--- config.mk ---
export PLATFORM = sky130hd
export DESIGN_NAME = chamber_light_activity_fsm
export DESIGN_NICKNAME = d
export VERILOG_FILES = /design/src/rtl/clafsm_pkg.sv /design/src/rtl/chamber_light_activity_fsm.sv
export SDC_FILE = /design/constraint.sdc
export NUM_CORES = 1
export LEC_CHECK = 0
export ABC_AREA = 1
export BUFFER_PORTS_ARGS = -buffer_cell sky130_fd_sc_hd__buf_2
export CAP_MARGIN = 5
export CORE_MARGIN = 2
export CORE_UTILIZATION = 50
export DETAILED_ROUTE_END_ITERATION = 7
export GPL_ROUTABILITY_DRIVEN = 0
export PLACE_DENSITY = 0.72
export SETUP_SLACK_MARGIN = 0.4
export SLEW_MARGIN = 20
export SYNTH_ARGS = -nofsm -noshare
export SYNTH_HDL_FRONTEND = slang
export SYNTH_SLANG_ARGS = --single-unit
export TNS_END_PERCENT = 50
--- constraint.sdc ---
create_clock -name clk -period 6.5 [get_ports clk]
set_input_delay 0.325 -clock clk [delete_from_list [all_inputs] [get_ports clk]]
set_output_delay 0.325 -clock clk [all_outputs]
set_load 0.02 [all_outputs]
--- src/rtl/clafsm_pkg.sv ---
// Package for the chamber light activity controller: item and result structs,
// strip state and action codes, register indexes and the colour and fade helpers.
// Depends on nothing; used by chamber_light_activity_fsm.
package clafsm_pkg;

    // Action codes carried in the item's action field.
    localparam logic [2:0] ACT_UPDATE      = 3'd0;
    localparam logic [2:0] ACT_ACTIVITY    = 3'd1;
    localparam logic [2:0] ACT_IDLE        = 3'd2;
    localparam logic [2:0] ACT_PRINT_DONE  = 3'd3;
    localparam logic [2:0] ACT_DOOR        = 3'd4;
    localparam logic [2:0] ACT_CUSTOM      = 3'd5;
    localparam logic [2:0] ACT_PRINT_LIGHT = 3'd6;

    // Configuration register indexes.
    localparam logic [2:0] REG_DIM_TIMEOUT = 3'd0;
    localparam logic [2:0] REG_OFF_TIMEOUT = 3'd1;
    localparam logic [2:0] REG_DOOR_ACTIVE = 3'd2;
    localparam logic [2:0] REG_HOLD_PRINT  = 3'd3;
    localparam logic [2:0] REG_LEVEL_MASK  = 3'd4;
    localparam logic [2:0] REG_LEVELS      = 3'd5;

    // Strip state codes as they appear in the result.
    localparam logic [2:0] CODE_UNKNOWN  = 3'd0;
    localparam logic [2:0] CODE_OFF      = 3'd1;
    localparam logic [2:0] CODE_DIMMED   = 3'd2;
    localparam logic [2:0] CODE_IDLE     = 3'd3;
    localparam logic [2:0] CODE_ACTIVE   = 3'd4;
    localparam logic [2:0] CODE_PRINTING = 3'd5;
    localparam logic [2:0] CODE_CUSTOM   = 3'd6;

    // Timeouts are kept in milliseconds; 65535 s * 1000 fits in 26 bits.
    localparam int unsigned MS_W      = 26;
    localparam int unsigned MS_PER_S  = 1000;
    localparam logic [31:0] FADE_SLOW = 32'd5000;
    localparam logic [31:0] FADE_FAST = 32'd500;

    localparam logic [15:0] DIM_TIMEOUT_RST = 16'd120;
    localparam logic [31:0] LEVELS_RST      = 32'hFFFF_FF00;

    typedef enum logic [6:0] {
        ST_UNKNOWN  = 7'b000_0001,
        ST_OFF      = 7'b000_0010,
        ST_DIMMED   = 7'b000_0100,
        ST_IDLE     = 7'b000_1000,
        ST_ACTIVE   = 7'b001_0000,
        ST_PRINTING = 7'b010_0000,
        ST_CUSTOM   = 7'b100_0000
    } strip_state_t;

    typedef struct packed {
        logic [2:0]  action;
        logic [31:0] now_ms;
        logic        print_running;
        logic        guided_dialog;
        logic        finishing;
        logic        finishing_wait_idle;
        logic        door_open;
        logic [7:0]  light_value;
        logic [31:0] custom_rgbw;
        logic [31:0] custom_duration_ms;
        logic [31:0] custom_fade_ms;
    } item_t;

    typedef struct packed {
        logic [2:0]  strip_state;
        logic        state_changed;
        logic [31:0] target_rgbw;
        logic [31:0] fade_ms;
        logic        hold_active;
        logic        hold_dismissed;
    } result_t;

    function automatic logic [2:0] state_code(input strip_state_t s);
        logic [2:0] code;
        unique case (s)
            ST_UNKNOWN:  code = CODE_UNKNOWN;
            ST_OFF:      code = CODE_OFF;
            ST_DIMMED:   code = CODE_DIMMED;
            ST_IDLE:     code = CODE_IDLE;
            ST_ACTIVE:   code = CODE_ACTIVE;
            ST_PRINTING: code = CODE_PRINTING;
            ST_CUSTOM:   code = CODE_CUSTOM;
            default:     code = CODE_UNKNOWN;
        endcase
        return code;
    endfunction

    // Target colour for a state. Levels drive the white LED, so they land in
    // the W byte; an override on the printing level ignores its mask bit.
    function automatic logic [31:0] colour_for(
        input strip_state_t s,
        input logic [3:0]   mask,
        input logic [31:0]  levels,
        input logic         ovr_valid,
        input logic [7:0]   ovr_level,
        input logic [31:0]  custom
    );
        logic        enabled;
        logic [31:0] colour;
        unique case (s) inside
            ST_PRINTING:          enabled = mask[3] || ovr_valid;
            ST_ACTIVE, ST_CUSTOM: enabled = mask[2];
            ST_DIMMED, ST_IDLE:   enabled = mask[1];
            default:              enabled = mask[0];
        endcase
        unique case (s) inside
            ST_OFF:             colour = {24'd0, levels[7:0]};
            ST_DIMMED:          colour = {24'd0, levels[15:8]};
            ST_ACTIVE, ST_IDLE: colour = {24'd0, levels[23:16]};
            ST_PRINTING:        colour = {24'd0, ovr_valid ? ovr_level : levels[31:24]};
            ST_CUSTOM:          colour = custom;
            default:            colour = 32'd0;
        endcase
        return enabled ? colour : 32'd0;
    endfunction

    function automatic logic [31:0] fade_for(input strip_state_t s,
                                             input logic [31:0] custom_fade);
        logic [31:0] fade;
        unique case (s) inside
            ST_DIMMED, ST_IDLE: fade = FADE_SLOW;
            ST_CUSTOM:          fade = custom_fade;
            default:            fade = FADE_FAST;
        endcase
        return fade;
    endfunction

endpackage

--- src/rtl/chamber_light_activity_fsm.sv ---
// Chamber light activity controller: input register, one pass of state logic,
// result register. Depends on clafsm_pkg for types, codes and colour helpers.
//
//  channel   direction  handshake                     payload
//  item      in         item_valid / item_stall       clafsm_pkg::item_t
//  result    out        result_valid / result_stall   clafsm_pkg::result_t
//  config    in         cfg_write                     cfg_index[2:0], cfg_data[31:0]
//
// One item is taken every cycle while item_stall is low; its result passes
// from the input register through the state update into the result register,
// and it leaves the result register while result_stall is low.
// The state update is a single pass: one wrap-around subtract for elapsed
// time, one subtract and two compares against the millisecond timeouts.
// Reset is asynchronous and needs no clearing pass afterwards.
// A stalled result holds the pipeline; the input register fills once more.
module chamber_light_activity_fsm (
    input  logic                   clk,
    input  logic                   rst_n,
    input  logic                   item_valid,
    output logic                   item_stall,
    input  clafsm_pkg::item_t      item,
    output logic                   result_valid,
    input  logic                   result_stall,
    output clafsm_pkg::result_t    result,
    input  logic                   cfg_write,
    input  logic [2:0]             cfg_index,
    input  logic [31:0]            cfg_data
);

    // Pipeline registers.
    logic                  in_vld_reg, in_vld_next;
    clafsm_pkg::item_t     in_data_reg;
    logic                  out_vld_reg, out_vld_next;
    clafsm_pkg::result_t   out_data_reg, out_data_next;
    logic                  accept, advance;

    // Configuration.
    logic [clafsm_pkg::MS_W-1:0] dim_ms_reg, dim_ms_next;
    logic [clafsm_pkg::MS_W-1:0] off_ms_reg, off_ms_next;
    logic                  door_keeps_reg, door_keeps_next;
    logic                  hold_print_reg, hold_print_next;
    logic [3:0]            mask_reg, mask_next;
    logic [31:0]           levels_reg, levels_next;

    // Controller state.
    clafsm_pkg::strip_state_t cur_state_reg, cur_state_next;
    logic [31:0]           stamp_reg, stamp_next;
    logic                  host_idle_reg, host_idle_next;
    logic                  was_busy_reg, was_busy_next;
    logic                  hold_reg, hold_next;
    logic                  dismissed_reg, dismissed_next;
    logic                  door_seen_reg, door_seen_next;
    logic                  door_latched_reg, door_latched_next;
    logic                  custom_vld_reg, custom_vld_next;
    logic [31:0]           custom_colour_reg, custom_colour_next;
    logic [31:0]           custom_start_reg, custom_start_next;
    logic [31:0]           custom_len_reg, custom_len_next;
    logic [31:0]           custom_fade_reg, custom_fade_next;
    logic                  light_dis_reg, light_dis_next;
    logic                  ovr_vld_reg, ovr_vld_next;
    logic [7:0]            ovr_level_reg, ovr_level_next;

    // Update pass working signals.
    clafsm_pkg::strip_state_t goal;
    logic                  go;
    logic                  custom_live;
    logic                  pa, ga;
    logic [31:0]           elapsed;
    logic [31:0]           over_dim;
    logic [31:0]           dim_ms32, off_ms32;

    assign advance      = in_vld_reg && (!out_vld_reg || !result_stall);
    assign item_stall   = in_vld_reg && !advance;
    assign accept       = item_valid && !item_stall;
    assign result_valid = out_vld_reg;
    assign result       = out_data_reg;

    assign in_vld_next  = accept ? 1'b1 : (advance ? 1'b0 : in_vld_reg);
    assign out_vld_next = advance ? 1'b1 : ((out_vld_reg && !result_stall) ? 1'b0 : out_vld_reg);

    assign dim_ms32    = 32'(dim_ms_reg);
    assign off_ms32    = 32'(off_ms_reg);
    assign custom_live = custom_vld_reg && ((custom_len_reg == 32'd0) ||
                         ((in_data_reg.now_ms - custom_start_reg) < custom_len_reg));
    assign pa = in_data_reg.print_running && !host_idle_reg;
    assign ga = in_data_reg.guided_dialog && !host_idle_reg && !in_data_reg.finishing;

    always_comb
    begin
        dim_ms_next        = dim_ms_reg;
        off_ms_next        = off_ms_reg;
        door_keeps_next    = door_keeps_reg;
        hold_print_next    = hold_print_reg;
        mask_next          = mask_reg;
        levels_next        = levels_reg;
        cur_state_next     = cur_state_reg;
        stamp_next         = stamp_reg;
        host_idle_next     = host_idle_reg;
        was_busy_next      = was_busy_reg;
        hold_next          = hold_reg;
        dismissed_next     = dismissed_reg;
        door_seen_next     = door_seen_reg;
        door_latched_next  = door_latched_reg;
        custom_vld_next    = custom_vld_reg;
        custom_colour_next = custom_colour_reg;
        custom_start_next  = custom_start_reg;
        custom_len_next    = custom_len_reg;
        custom_fade_next   = custom_fade_reg;
        light_dis_next     = light_dis_reg;
        ovr_vld_next       = ovr_vld_reg;
        ovr_level_next     = ovr_level_reg;
        goal               = clafsm_pkg::ST_UNKNOWN;
        go                 = 1'b0;
        elapsed            = 32'd0;
        over_dim           = 32'd0;
        out_data_next      = '0;

        if (advance)
        begin
            case (in_data_reg.action)
                clafsm_pkg::ACT_UPDATE:
                begin
                    if (custom_live)
                    begin
                        goal = clafsm_pkg::ST_CUSTOM;
                        go   = 1'b1;
                    end
                    else if (pa)
                    begin
                        custom_vld_next = 1'b0;
                        was_busy_next   = 1'b1;
                        hold_next       = 1'b0;
                        dismissed_next  = 1'b0;
                        door_seen_next  = 1'b0;
                        goal = light_dis_reg ? clafsm_pkg::ST_OFF : clafsm_pkg::ST_PRINTING;
                        go   = 1'b1;
                    end
                    else
                    begin
                        custom_vld_next = 1'b0;
                        light_dis_next  = 1'b0;
                        ovr_vld_next    = 1'b0;
                        // The end of a print settles the activity stamp first.
                        if (was_busy_reg && in_data_reg.finishing_wait_idle)
                        begin
                            stamp_next = in_data_reg.now_ms;
                        end
                        else if (was_busy_reg && in_data_reg.finishing && hold_print_reg)
                        begin
                            was_busy_next  = 1'b0;
                            hold_next      = 1'b1;
                            dismissed_next = 1'b0;
                            door_seen_next = door_latched_reg;
                            stamp_next     = in_data_reg.now_ms;
                        end
                        else if (was_busy_reg && in_data_reg.finishing)
                        begin
                            was_busy_next = 1'b0;
                            stamp_next    = 32'd0;
                        end
                        else if (was_busy_reg)
                        begin
                            was_busy_next = 1'b0;
                            stamp_next    = in_data_reg.now_ms;
                        end

                        go       = 1'b1;
                        elapsed  = in_data_reg.now_ms - stamp_next;
                        over_dim = elapsed - dim_ms32;
                        if (ga)
                        begin
                            stamp_next = in_data_reg.now_ms;
                            goal       = clafsm_pkg::ST_ACTIVE;
                        end
                        else if (door_latched_reg && door_keeps_reg)
                        begin
                            goal = clafsm_pkg::ST_ACTIVE;
                        end
                        else if (stamp_next == 32'd0)
                        begin
                            goal = clafsm_pkg::ST_OFF;
                        end
                        else if ((off_ms32 != 32'd0) && (elapsed >= dim_ms32) &&
                                 (over_dim >= off_ms32))
                        begin
                            stamp_next = 32'd0;
                            goal       = clafsm_pkg::ST_OFF;
                        end
                        else if (elapsed >= dim_ms32)
                        begin
                            goal = clafsm_pkg::ST_DIMMED;
                        end
                        else
                        begin
                            goal = clafsm_pkg::ST_ACTIVE;
                        end
                    end
                end
                clafsm_pkg::ACT_ACTIVITY:
                begin
                    host_idle_next = 1'b0;
                    stamp_next     = in_data_reg.now_ms;
                end
                clafsm_pkg::ACT_IDLE:
                begin
                    host_idle_next = 1'b1;
                    if (!door_latched_reg)
                    begin
                        hold_next      = 1'b0;
                        dismissed_next = 1'b1;
                        door_seen_next = 1'b0;
                        stamp_next     = 32'd0;
                        cur_state_next = clafsm_pkg::ST_UNKNOWN;
                    end
                end
                clafsm_pkg::ACT_PRINT_DONE:
                begin
                    host_idle_next = 1'b0;
                    was_busy_next  = 1'b0;
                    door_seen_next = door_latched_reg;
                    dismissed_next = 1'b0;
                    hold_next      = hold_print_reg;
                    if (hold_print_reg)
                    begin
                        stamp_next     = in_data_reg.now_ms;
                        cur_state_next = clafsm_pkg::ST_UNKNOWN;
                    end
                    else
                    begin
                        stamp_next = 32'd0;
                    end
                end
                clafsm_pkg::ACT_DOOR:
                begin
                    if (door_latched_reg != in_data_reg.door_open)
                    begin
                        door_latched_next = in_data_reg.door_open;
                        host_idle_next    = 1'b0;
                        stamp_next        = in_data_reg.now_ms;
                        // A close after an open seen during the hold dismisses it.
                        if (hold_reg && in_data_reg.door_open)
                        begin
                            door_seen_next = 1'b1;
                        end
                        else if (hold_reg && door_seen_reg)
                        begin
                            hold_next      = 1'b0;
                            dismissed_next = 1'b1;
                            door_seen_next = 1'b0;
                            cur_state_next = clafsm_pkg::ST_UNKNOWN;
                        end
                    end
                end
                clafsm_pkg::ACT_CUSTOM:
                begin
                    custom_vld_next    = 1'b1;
                    custom_colour_next = in_data_reg.custom_rgbw;
                    custom_start_next  = in_data_reg.now_ms;
                    custom_len_next    = in_data_reg.custom_duration_ms;
                    custom_fade_next   = in_data_reg.custom_fade_ms;
                    cur_state_next     = clafsm_pkg::ST_OFF;
                end
                clafsm_pkg::ACT_PRINT_LIGHT:
                begin
                    ovr_level_next = in_data_reg.light_value;
                    ovr_vld_next   = 1'b1;
                    light_dis_next = (in_data_reg.light_value == 8'd0);
                    host_idle_next = 1'b0;
                    cur_state_next = clafsm_pkg::ST_UNKNOWN;
                end
                default:
                begin
                end
            endcase

            if (go && (goal != cur_state_reg))
            begin
                cur_state_next              = goal;
                out_data_next.state_changed = 1'b1;
                out_data_next.fade_ms       = clafsm_pkg::fade_for(goal, custom_fade_reg);
                out_data_next.target_rgbw   = clafsm_pkg::colour_for(goal, mask_reg,
                                                  levels_reg, ovr_vld_next, ovr_level_reg,
                                                  custom_colour_reg);
            end
            out_data_next.strip_state    = clafsm_pkg::state_code(cur_state_next);
            out_data_next.hold_active    = hold_next &&
                                           (cur_state_next != clafsm_pkg::ST_OFF);
            out_data_next.hold_dismissed = dismissed_next;
        end

        // Configuration writes are for the user to make only while the block is idle; the block does not enforce it.
        if (cfg_write)
        begin
            unique case (cfg_index)
                clafsm_pkg::REG_DIM_TIMEOUT:
                    dim_ms_next = clafsm_pkg::MS_W'(cfg_data[15:0]) *
                                  clafsm_pkg::MS_W'(clafsm_pkg::MS_PER_S);
                clafsm_pkg::REG_OFF_TIMEOUT:
                    off_ms_next = clafsm_pkg::MS_W'(cfg_data[15:0]) *
                                  clafsm_pkg::MS_W'(clafsm_pkg::MS_PER_S);
                clafsm_pkg::REG_DOOR_ACTIVE:
                    door_keeps_next = cfg_data[0];
                clafsm_pkg::REG_HOLD_PRINT:
                begin
                    hold_print_next = cfg_data[0];
                    if (!cfg_data[0])
                    begin
                        hold_next      = 1'b0;
                        dismissed_next = 1'b0;
                        door_seen_next = 1'b0;
                    end
                end
                clafsm_pkg::REG_LEVEL_MASK:
                begin
                    mask_next      = cfg_data[3:0];
                    cur_state_next = clafsm_pkg::ST_UNKNOWN;
                end
                clafsm_pkg::REG_LEVELS:
                begin
                    levels_next    = cfg_data;
                    cur_state_next = clafsm_pkg::ST_UNKNOWN;
                end
                default:
                begin
                end
            endcase
        end
    end

    always_ff @(posedge clk or negedge rst_n)
    begin
        if (!rst_n)
        begin
            in_vld_reg       <= 1'b0;
            out_vld_reg      <= 1'b0;
            dim_ms_reg       <= clafsm_pkg::MS_W'(clafsm_pkg::DIM_TIMEOUT_RST) *
                                clafsm_pkg::MS_W'(clafsm_pkg::MS_PER_S);
            off_ms_reg       <= '0;
            door_keeps_reg   <= 1'b1;
            hold_print_reg   <= 1'b0;
            mask_reg         <= 4'hF;
            levels_reg       <= clafsm_pkg::LEVELS_RST;
            cur_state_reg    <= clafsm_pkg::ST_UNKNOWN;
            stamp_reg        <= 32'd0;
            host_idle_reg    <= 1'b0;
            was_busy_reg     <= 1'b0;
            hold_reg         <= 1'b0;
            dismissed_reg    <= 1'b0;
            door_seen_reg    <= 1'b0;
            door_latched_reg <= 1'b0;
            custom_vld_reg   <= 1'b0;
            custom_colour_reg <= 32'd0;
            custom_start_reg <= 32'd0;
            custom_len_reg   <= 32'd0;
            custom_fade_reg  <= 32'd0;
            light_dis_reg    <= 1'b0;
            ovr_vld_reg      <= 1'b0;
            ovr_level_reg    <= 8'd0;
        end
        else
        begin
            in_vld_reg       <= in_vld_next;
            out_vld_reg      <= out_vld_next;
            dim_ms_reg       <= dim_ms_next;
            off_ms_reg       <= off_ms_next;
            door_keeps_reg   <= door_keeps_next;
            hold_print_reg   <= hold_print_next;
            mask_reg         <= mask_next;
            levels_reg       <= levels_next;
            cur_state_reg    <= cur_state_next;
            stamp_reg        <= stamp_next;
            host_idle_reg    <= host_idle_next;
            was_busy_reg     <= was_busy_next;
            hold_reg         <= hold_next;
            dismissed_reg    <= dismissed_next;
            door_seen_reg    <= door_seen_next;
            door_latched_reg <= door_latched_next;
            custom_vld_reg   <= custom_vld_next;
            custom_colour_reg <= custom_colour_next;
            custom_start_reg <= custom_start_next;
            custom_len_reg   <= custom_len_next;
            custom_fade_reg  <= custom_fade_next;
            light_dis_reg    <= light_dis_next;
            ovr_vld_reg      <= ovr_vld_next;
            ovr_level_reg    <= ovr_level_next;
        end
    end

    // Payload registers load on transfer and need no reset.
    always_ff @(posedge clk)
    begin
        if (accept)
        begin
            in_data_reg <= item;
        end
        if (advance)
        begin
            out_data_reg <= out_data_next;
        end
    end

    // A result without a new target carries neither colour nor fade.
    assert property (@(posedge clk) disable iff (!rst_n)
        (out_vld_reg && !out_data_reg.state_changed) |->
            (out_data_reg.target_rgbw == 32'd0 && out_data_reg.fade_ms == 32'd0))
        else $error("idle result carries a target");

    // The hold is never reported while the strip is off.
    assert property (@(posedge clk) disable iff (!rst_n)
        (out_vld_reg && out_data_reg.hold_active) |->
            (out_data_reg.strip_state != clafsm_pkg::CODE_OFF))
        else $error("hold reported in off state");

    // A new target always leads into a known state.
    assert property (@(posedge clk) disable iff (!rst_n)
        (out_vld_reg && out_data_reg.state_changed) |->
            (out_data_reg.strip_state != clafsm_pkg::CODE_UNKNOWN))
        else $error("target issued for unknown state");

    // An item in the input register moves on whenever the result side is free.
    assert property (@(posedge clk) disable iff (!rst_n)
        (in_vld_reg && !(out_vld_reg && result_stall)) |=> out_vld_reg)
        else $error("item lost between stages");

endmodule
==> Word level (Yosys, flattened, before mapping) <==
Index checks and enable logic that the tools add are counted.
{ "op_classes": {"n_addsub": 3, "n_mul": 1, "div_mod_pow": 0, "n_lt_le_gt_ge": 3, "n_eq_ne": 31, "shift": 0, "muxes": 109, "bitwise": 0, "n_reduce_logical": 60} }
{ "ops": {"columns": ["cell", "count"], "rows": [
  ["$mux W32", 18],
  ["$pmux W32 S5", 2],
  ["$mux W7", 13],
  ["$mux W65", 1],
  ["$ge A32 B26 Y1", 2],
  ["$logic_not A32 Y1", 2],
  ["$pmux W32 S2", 1],
  ["$sub A32 B32 Y32", 2],
  ["$mux W1", 55],
  ["$pmux W7 S5", 1],
  ["$lt A32 B32 Y1", 1],
  ["$reduce_bool A32 Y1", 1],
  ["$sub A32 B26 Y32", 1],
  ["$mux W5", 5],
  ["$mul A16 B7 Y23 const B", 1],
  ["$logic_and A1 B1 Y1", 18],
  ["$pmux W3 S6", 1],
  ["$reduce_and A2 Y1", 9],
  ["$eq A3 B3 Y1 const B", 5],
  ["$eq A7 B2 Y1 const B", 2],
  ["$eq A7 B3 Y1 const B", 2],
  ["$eq A7 B4 Y1 const B", 2],
  ["$eq A7 B5 Y1 const B", 2],
  ["$eq A7 B6 Y1 const B", 2],
  ["other kinds (25)", 58]
]} }
{ "word_totals": {"ff_bits": 484, "latchBits": 0, "mem_bits_rw": 0, "mem_bits_ro": 0, "inputBits": 184, "output_inout_bits": 72, "word_cells": 248, "mem_count": 0} }

==> Depth between registers and ports, before layout <==
{ "depth": {"ltp_word": 27, "ltp_mapped": 56, "mapped_depth_nobuf": 53} }

==> Least setup slack after synthesis <==
OpenSTA, ideal clock, no wires.
{ "synth_timing": {"kind": "register to register", "startpoint": "register was_busy_reg", "endpoint": "register out_data_reg, in the netlist result[68], data pin", "setup_ps": 259, "arrival_ps": 6081, "t_required_ps": 6241, "setup_slack_ps": 161, "path_stages_with_launch": 50, "path_buffers": 3, "synth_period_minus_slack_ps": 6339, "path_cell_list": "dfrtp_1 -> buf_6 -> nand2_1 -> nand2_1 -> inv_2 -> nand2_1 -> buf_6 -> a21oi_1 -> inv_1 -> ha_1 -> fa_1 -> inv_1 -> nand3_1 -> nand3_1 -> xor2_1 -> inv_1 -> fa_1 -> nor2_1 -> (+14 left out) -> nand3_1 -> nor2_1 -> nand2_1 -> nor2_1 -> nand3_2 -> nand2_2 -> nand4_1 -> nand2_1 -> nand2_1 -> nor2_2 -> nand2_4 -> nand2_8 -> buf_8 -> nand2_2 -> nand2_1 -> nor2_1 -> nand2_1 -> nand3_1"} }
{ "synth_rtl": {"columns": ["item", "line", "rtl"], "rows": [
  ["start: declaration", "chamber_light_activity_fsm.sv:49", "logic was_busy_reg, was_busy_next;"],
  ["start signal: assignment", "chamber_light_activity_fsm.sv:373", "was_busy_reg <= was_busy_next;"],
  ["end signal: assignment", "chamber_light_activity_fsm.sv:398", "out_data_reg <= out_data_next;"],
  ["end: declaration", "chamber_light_activity_fsm.sv:34", "clafsm_pkg::result_t out_data_reg, out_data_next;"]
]} }

==> Worst setup path after layout <==
{ "layout_timing": {"startpoint": "register in_data_reg[106] (netlist bit)", "endpoint": "register out_data_reg, in the netlist result[7], data pin"} }
{ "layout_via": {"elab_chain_len": 23, "elab_cells_between_ends": 34, "classes_between": "2 x add/sub; 2 x order compare; 4 x eq/ne; 17 x mux; 9 x reduce/logical"} }
{ "layout_lines": {"columns": ["item", "line", "rtl"], "rows": [
  ["start: declaration", "chamber_light_activity_fsm.sv:32", "clafsm_pkg::item_t in_data_reg;"],
  ["start signal: assignment", "chamber_light_activity_fsm.sv:394", "in_data_reg <= item;"],
  ["$logic_and A1 B1 Y1", "chamber_light_activity_fsm.sv:148, chamber_light_activity_fsm.sv:156", null],
  ["$mux W32 / $logic_and A1 B1 Y1 (equally long branches)", "chamber_light_activity_fsm.sv:156, chamber_light_activity_fsm.sv:148", null],
  ["$mux W32", "chamber_light_activity_fsm.sv:148", "else if (was_busy_reg && in_data_reg.finishing && hold_print_reg)"],
  ["$mux W32", "chamber_light_activity_fsm.sv:144", "if (was_busy_reg && in_data_reg.finishing_wait_idle)"],
  ["$mux W32", "chamber_light_activity_fsm.sv:128", "else if (pa)"],
  ["$mux W32", "chamber_light_activity_fsm.sv:123", "if (custom_live)"],
  ["$mux W32", "chamber_light_activity_fsm.sv:120", "case (in_data_reg.action)"],
  ["$mux W32", "chamber_light_activity_fsm.sv:118", "if (advance)"],
  ["(+7 left out)", null, null],
  ["$mux W5 *", "chamber_light_activity_fsm.sv:170", "if (ga)"],
  ["$mux W6 *", "chamber_light_activity_fsm.sv:128", null],
  ["$mux W7 *", "chamber_light_activity_fsm.sv:123", null],
  ["$mux W7 *", "chamber_light_activity_fsm.sv:120", null],
  ["$mux W7 *", "chamber_light_activity_fsm.sv:118", null],
  ["$eq A7 B3 Y1 / $eq A7 B4 Y1 (equally long branches)", "chamber_light_activity_fsm.sv:280", "out_data_next.fade_ms = clafsm_pkg::fade_for(goal, custom_fade_reg);"],
  ["$reduce_or A2 Y1", "clafsm_pkg.sv:121", "unique case (s) inside"],
  ["$pmux W32 S2", "clafsm_pkg.sv:121", null]
]} }
Mark *: on every way between the ends. The rest lies on a longest branch, timed or not. The select of a mux whose other input is x is not followed.
A chain may end at the register's enable or synchronous reset.

==> results.yml <==
synthesis:
  yosysTopAreaCellShare_pct: 22.6
  synth_enable_flop_cells: 214
  ys_ff_latch: 484
  syn_area_um2: 28400
  ys.flop_type: "dfrtp_1"
  yosysWarningCount: 0
  synth_area_leaders: "edfxtp_1, dfrtp_1, nand2_1"
  yosysUniqueCellTypes: 57
  yosys.area.top_type: "edfxtp_1"
  syn_nets: 3624
  seq_area_frac_synth_pct: 46.5
  synth_cells: 3191
  syn_avg_cell_area_um2: 8.91
  async_flop_share_pct: 55.8
clocking:
  cts_buffers: 50
  h-tree-depth: 2
  cts_root_buf: "clkbuf_16"
  insertion_delay_ns: 0.61
  cts_tree: "built"
  path_clk_slew_ns: 0.07
  clock_path_buffers: 3
  clock_sinks: 484
grt:
  grt_max_degree: 156
  grtUsageTotal_pct: 26.2
  grt_pass1_wl_mm: 125
  antenna_found_initial: 9
  grt_pass1_vias: 24200
  overflow: 0
critical_path:
  cp.arrival_ns: 7.21
  cp-end-kind: "register"
  slowest_delay_ns: 0.44
  critPathKind: "reg -> reg"
  cp_max_fo: 11
  required_ns: 6.86
  start_kind: "register"
  crit-reg2reg-launch: "in_data_reg[106]$_DFFE_PP_"
  slowest_stage: "edfxtp_1"
  crit_start: "in_data_reg[106]$_DFFE_PP_"
sta:
  hold_viol: 0
  fin_skew_ns: 0.0257
  slew_violations: 0
  setup_viol: 80
  worst_pin_slew_ns: 1.19
  rsz0062_at_grt: "yes"
  slew_headroom_pct: 20.3
  fmax_ghz: 0.146
  setup_ws_ns: -0.351
  post-route-min-period_ns: 6.85
  post-route-period-util_pct: 105
floorplanning:
  initial_utilization_pct: 50.5
  die-area_um2: 58800
  die_w_um: 242
  placementRows: 87
  ios: 256
  core_area_um2: 56300
  fp.dieH_um: 242
finish:
  largest_reg_flops: 144
  multi_input_area_um2: 13900
  fillCellCount: 4254
  drive_above_1_share_pct: 22.8
  seq_area_um2: 13200
  final_nets: 4254
  syn_to_final_growth_pct: 29.2
  layout_commonest_cell: "nand2_1"
  design_area_um2: 36700
  final_cells: 4626
  final_cell_mix: "nand2_1, inv_1, nor2_1, buf_2, dfrtp_1"
placed_design:
  place_area_um2: 31500
  io_buffers: 255
  dp_hpwl_mm: 51.5
  dpl.cell_count: 4252
worst_hold_path:
  hold_path.class: "in -> reg"
  min_from: "cfg_index[1]"
drt:
  final_antenna_net_count: 0
  vias: 24800
  wl_per_cell_um: 17.3
  postRouteWirelength_mm: 80.0
  drt-pass1-iter-count: 8
  drtIter0Drc: 2522
  viasPerCell: 5.36
  post-route-drc-count: 0
job:
  drv_cap: 0
outcome:
  violations: "setup timing"
  outcome: "finished, violations left"
power:
  p_leak_nw: 17.1
  powerDensity_nw_per_um2: 483
  vdd_drop_max_uv: 381
  total_power_mw: 17.7
## layer usage
layer	vias to the layer above	share of wire [%]	global-route usage, %
met5	-	0.026	0
met4	4	3.9	10.1
met3	229	7.0	3.57
met2	1009	48	43.8
met1	11800	41	34.7
li1	11800	-	-
## cell usage after synthesis (11+ instances only)
cell / n
o211ai_1: 11
nor2_1: 277
nand2_2: 13
dfrtp_1: 233
xnor2_1: 43
clkbuf_1: 63
fa_1: 57
ha_1: 192
nand3_1: 105
inv_1: 477
o21ai_0: 228
o21bai_1: 12
mux2_2: 63
nand2_1: 651
xor2_1: 56
nand4_1: 33
nor3_1: 22
o22ai_1: 25
dfstp_2: 37
a31oi_1: 14
nor2_2: 11
edfxtp_1: 214
a21oi_1: 232
nor4_1: 14
## area by class of cell
type	instances	area share, %
antenna	7	0.0477
clock buffer	79	3.95
clock inverter	15	0.460
inverter	492	5.08
multi-input combinational	2134	37.9
sequential	484	36.0
tap	756	2.58
timing repair buffer	659	13.9
## critical path: cells and delay by family (launching register included)
kind,cells,cell delay [ns]
simple gates,23,2.37
buf+inv,15,1.52
fa+ha+maj,3,0.95
compound gates,5,0.90
flops,1,0.44
xor+xnor,2,0.39
## path summary, 6_finish.rpt
path | endpoint | slack, ns | cells after the start
max in group asynchronous | ovr_level_reg[4]$_DFFE_PN0P_ | 4.91 | 3
min in group asynchronous | custom_len_reg[25]$_DFFE_PN0P_ | 0.28 | 2
max reg2reg | result[7]$_SDFFCE_PN0P_ | -0.35 | 48
max | result[7]$_SDFFCE_PN0P_ | -0.35 | 48
min reg2reg | levels_reg[24]$_DFFE_PN1P_ | 0.47 | 2
min | door_keeps_reg$_DFFE_PN1P_ | 0.04 | 3
## logic make-up after synthesis
| family | synth area share (%) |
|---|---|
| and+or+nand+nor | 16.6 |
| AOI/OAI and AO/OA | 11.1 |
| buffers and inverters | 7.71 |
| DFF | 46.5 |
| adders and majority gates | 12.5 |
| xor gates and xnor gates | 3.05 |
| muxes | 2.50 |
## through the flow
step	setup WS, ns	util, %	TNS (ns)	hold WS [ns]
after floorplan	0.410	-	0	0.0294
after global placement	-0.00219	55.9	-0.00219	0.331
after detailed placement	-0.154	55.9	-8.29	0.336
after CTS	0.0813	64.3	0	0.0109
after global routing	-0.797	65.3	-61.71	0.0353
final	-0.351	65.3	-17.78	0.0389
## power by group
part	leakage (nW)	switching, mW	internal (mW)
clock network	0.790	1.22	1.66
logic	11.1	5.98	4.54
registers	5.30	0.372	3.94
## what timing repair did
item | CTS | global route
buffers inserted | 92 | 10
cloned | 7 | 2
endpoints found under the setup margin | 105 | 112
hold buffers | 162 | 0
gates resized for setup | 149 | 90
pin swaps | 59 | 38
hold endpoints to repair | 222 | 0
No activity file was read; power rests on OpenSTA's default activity.
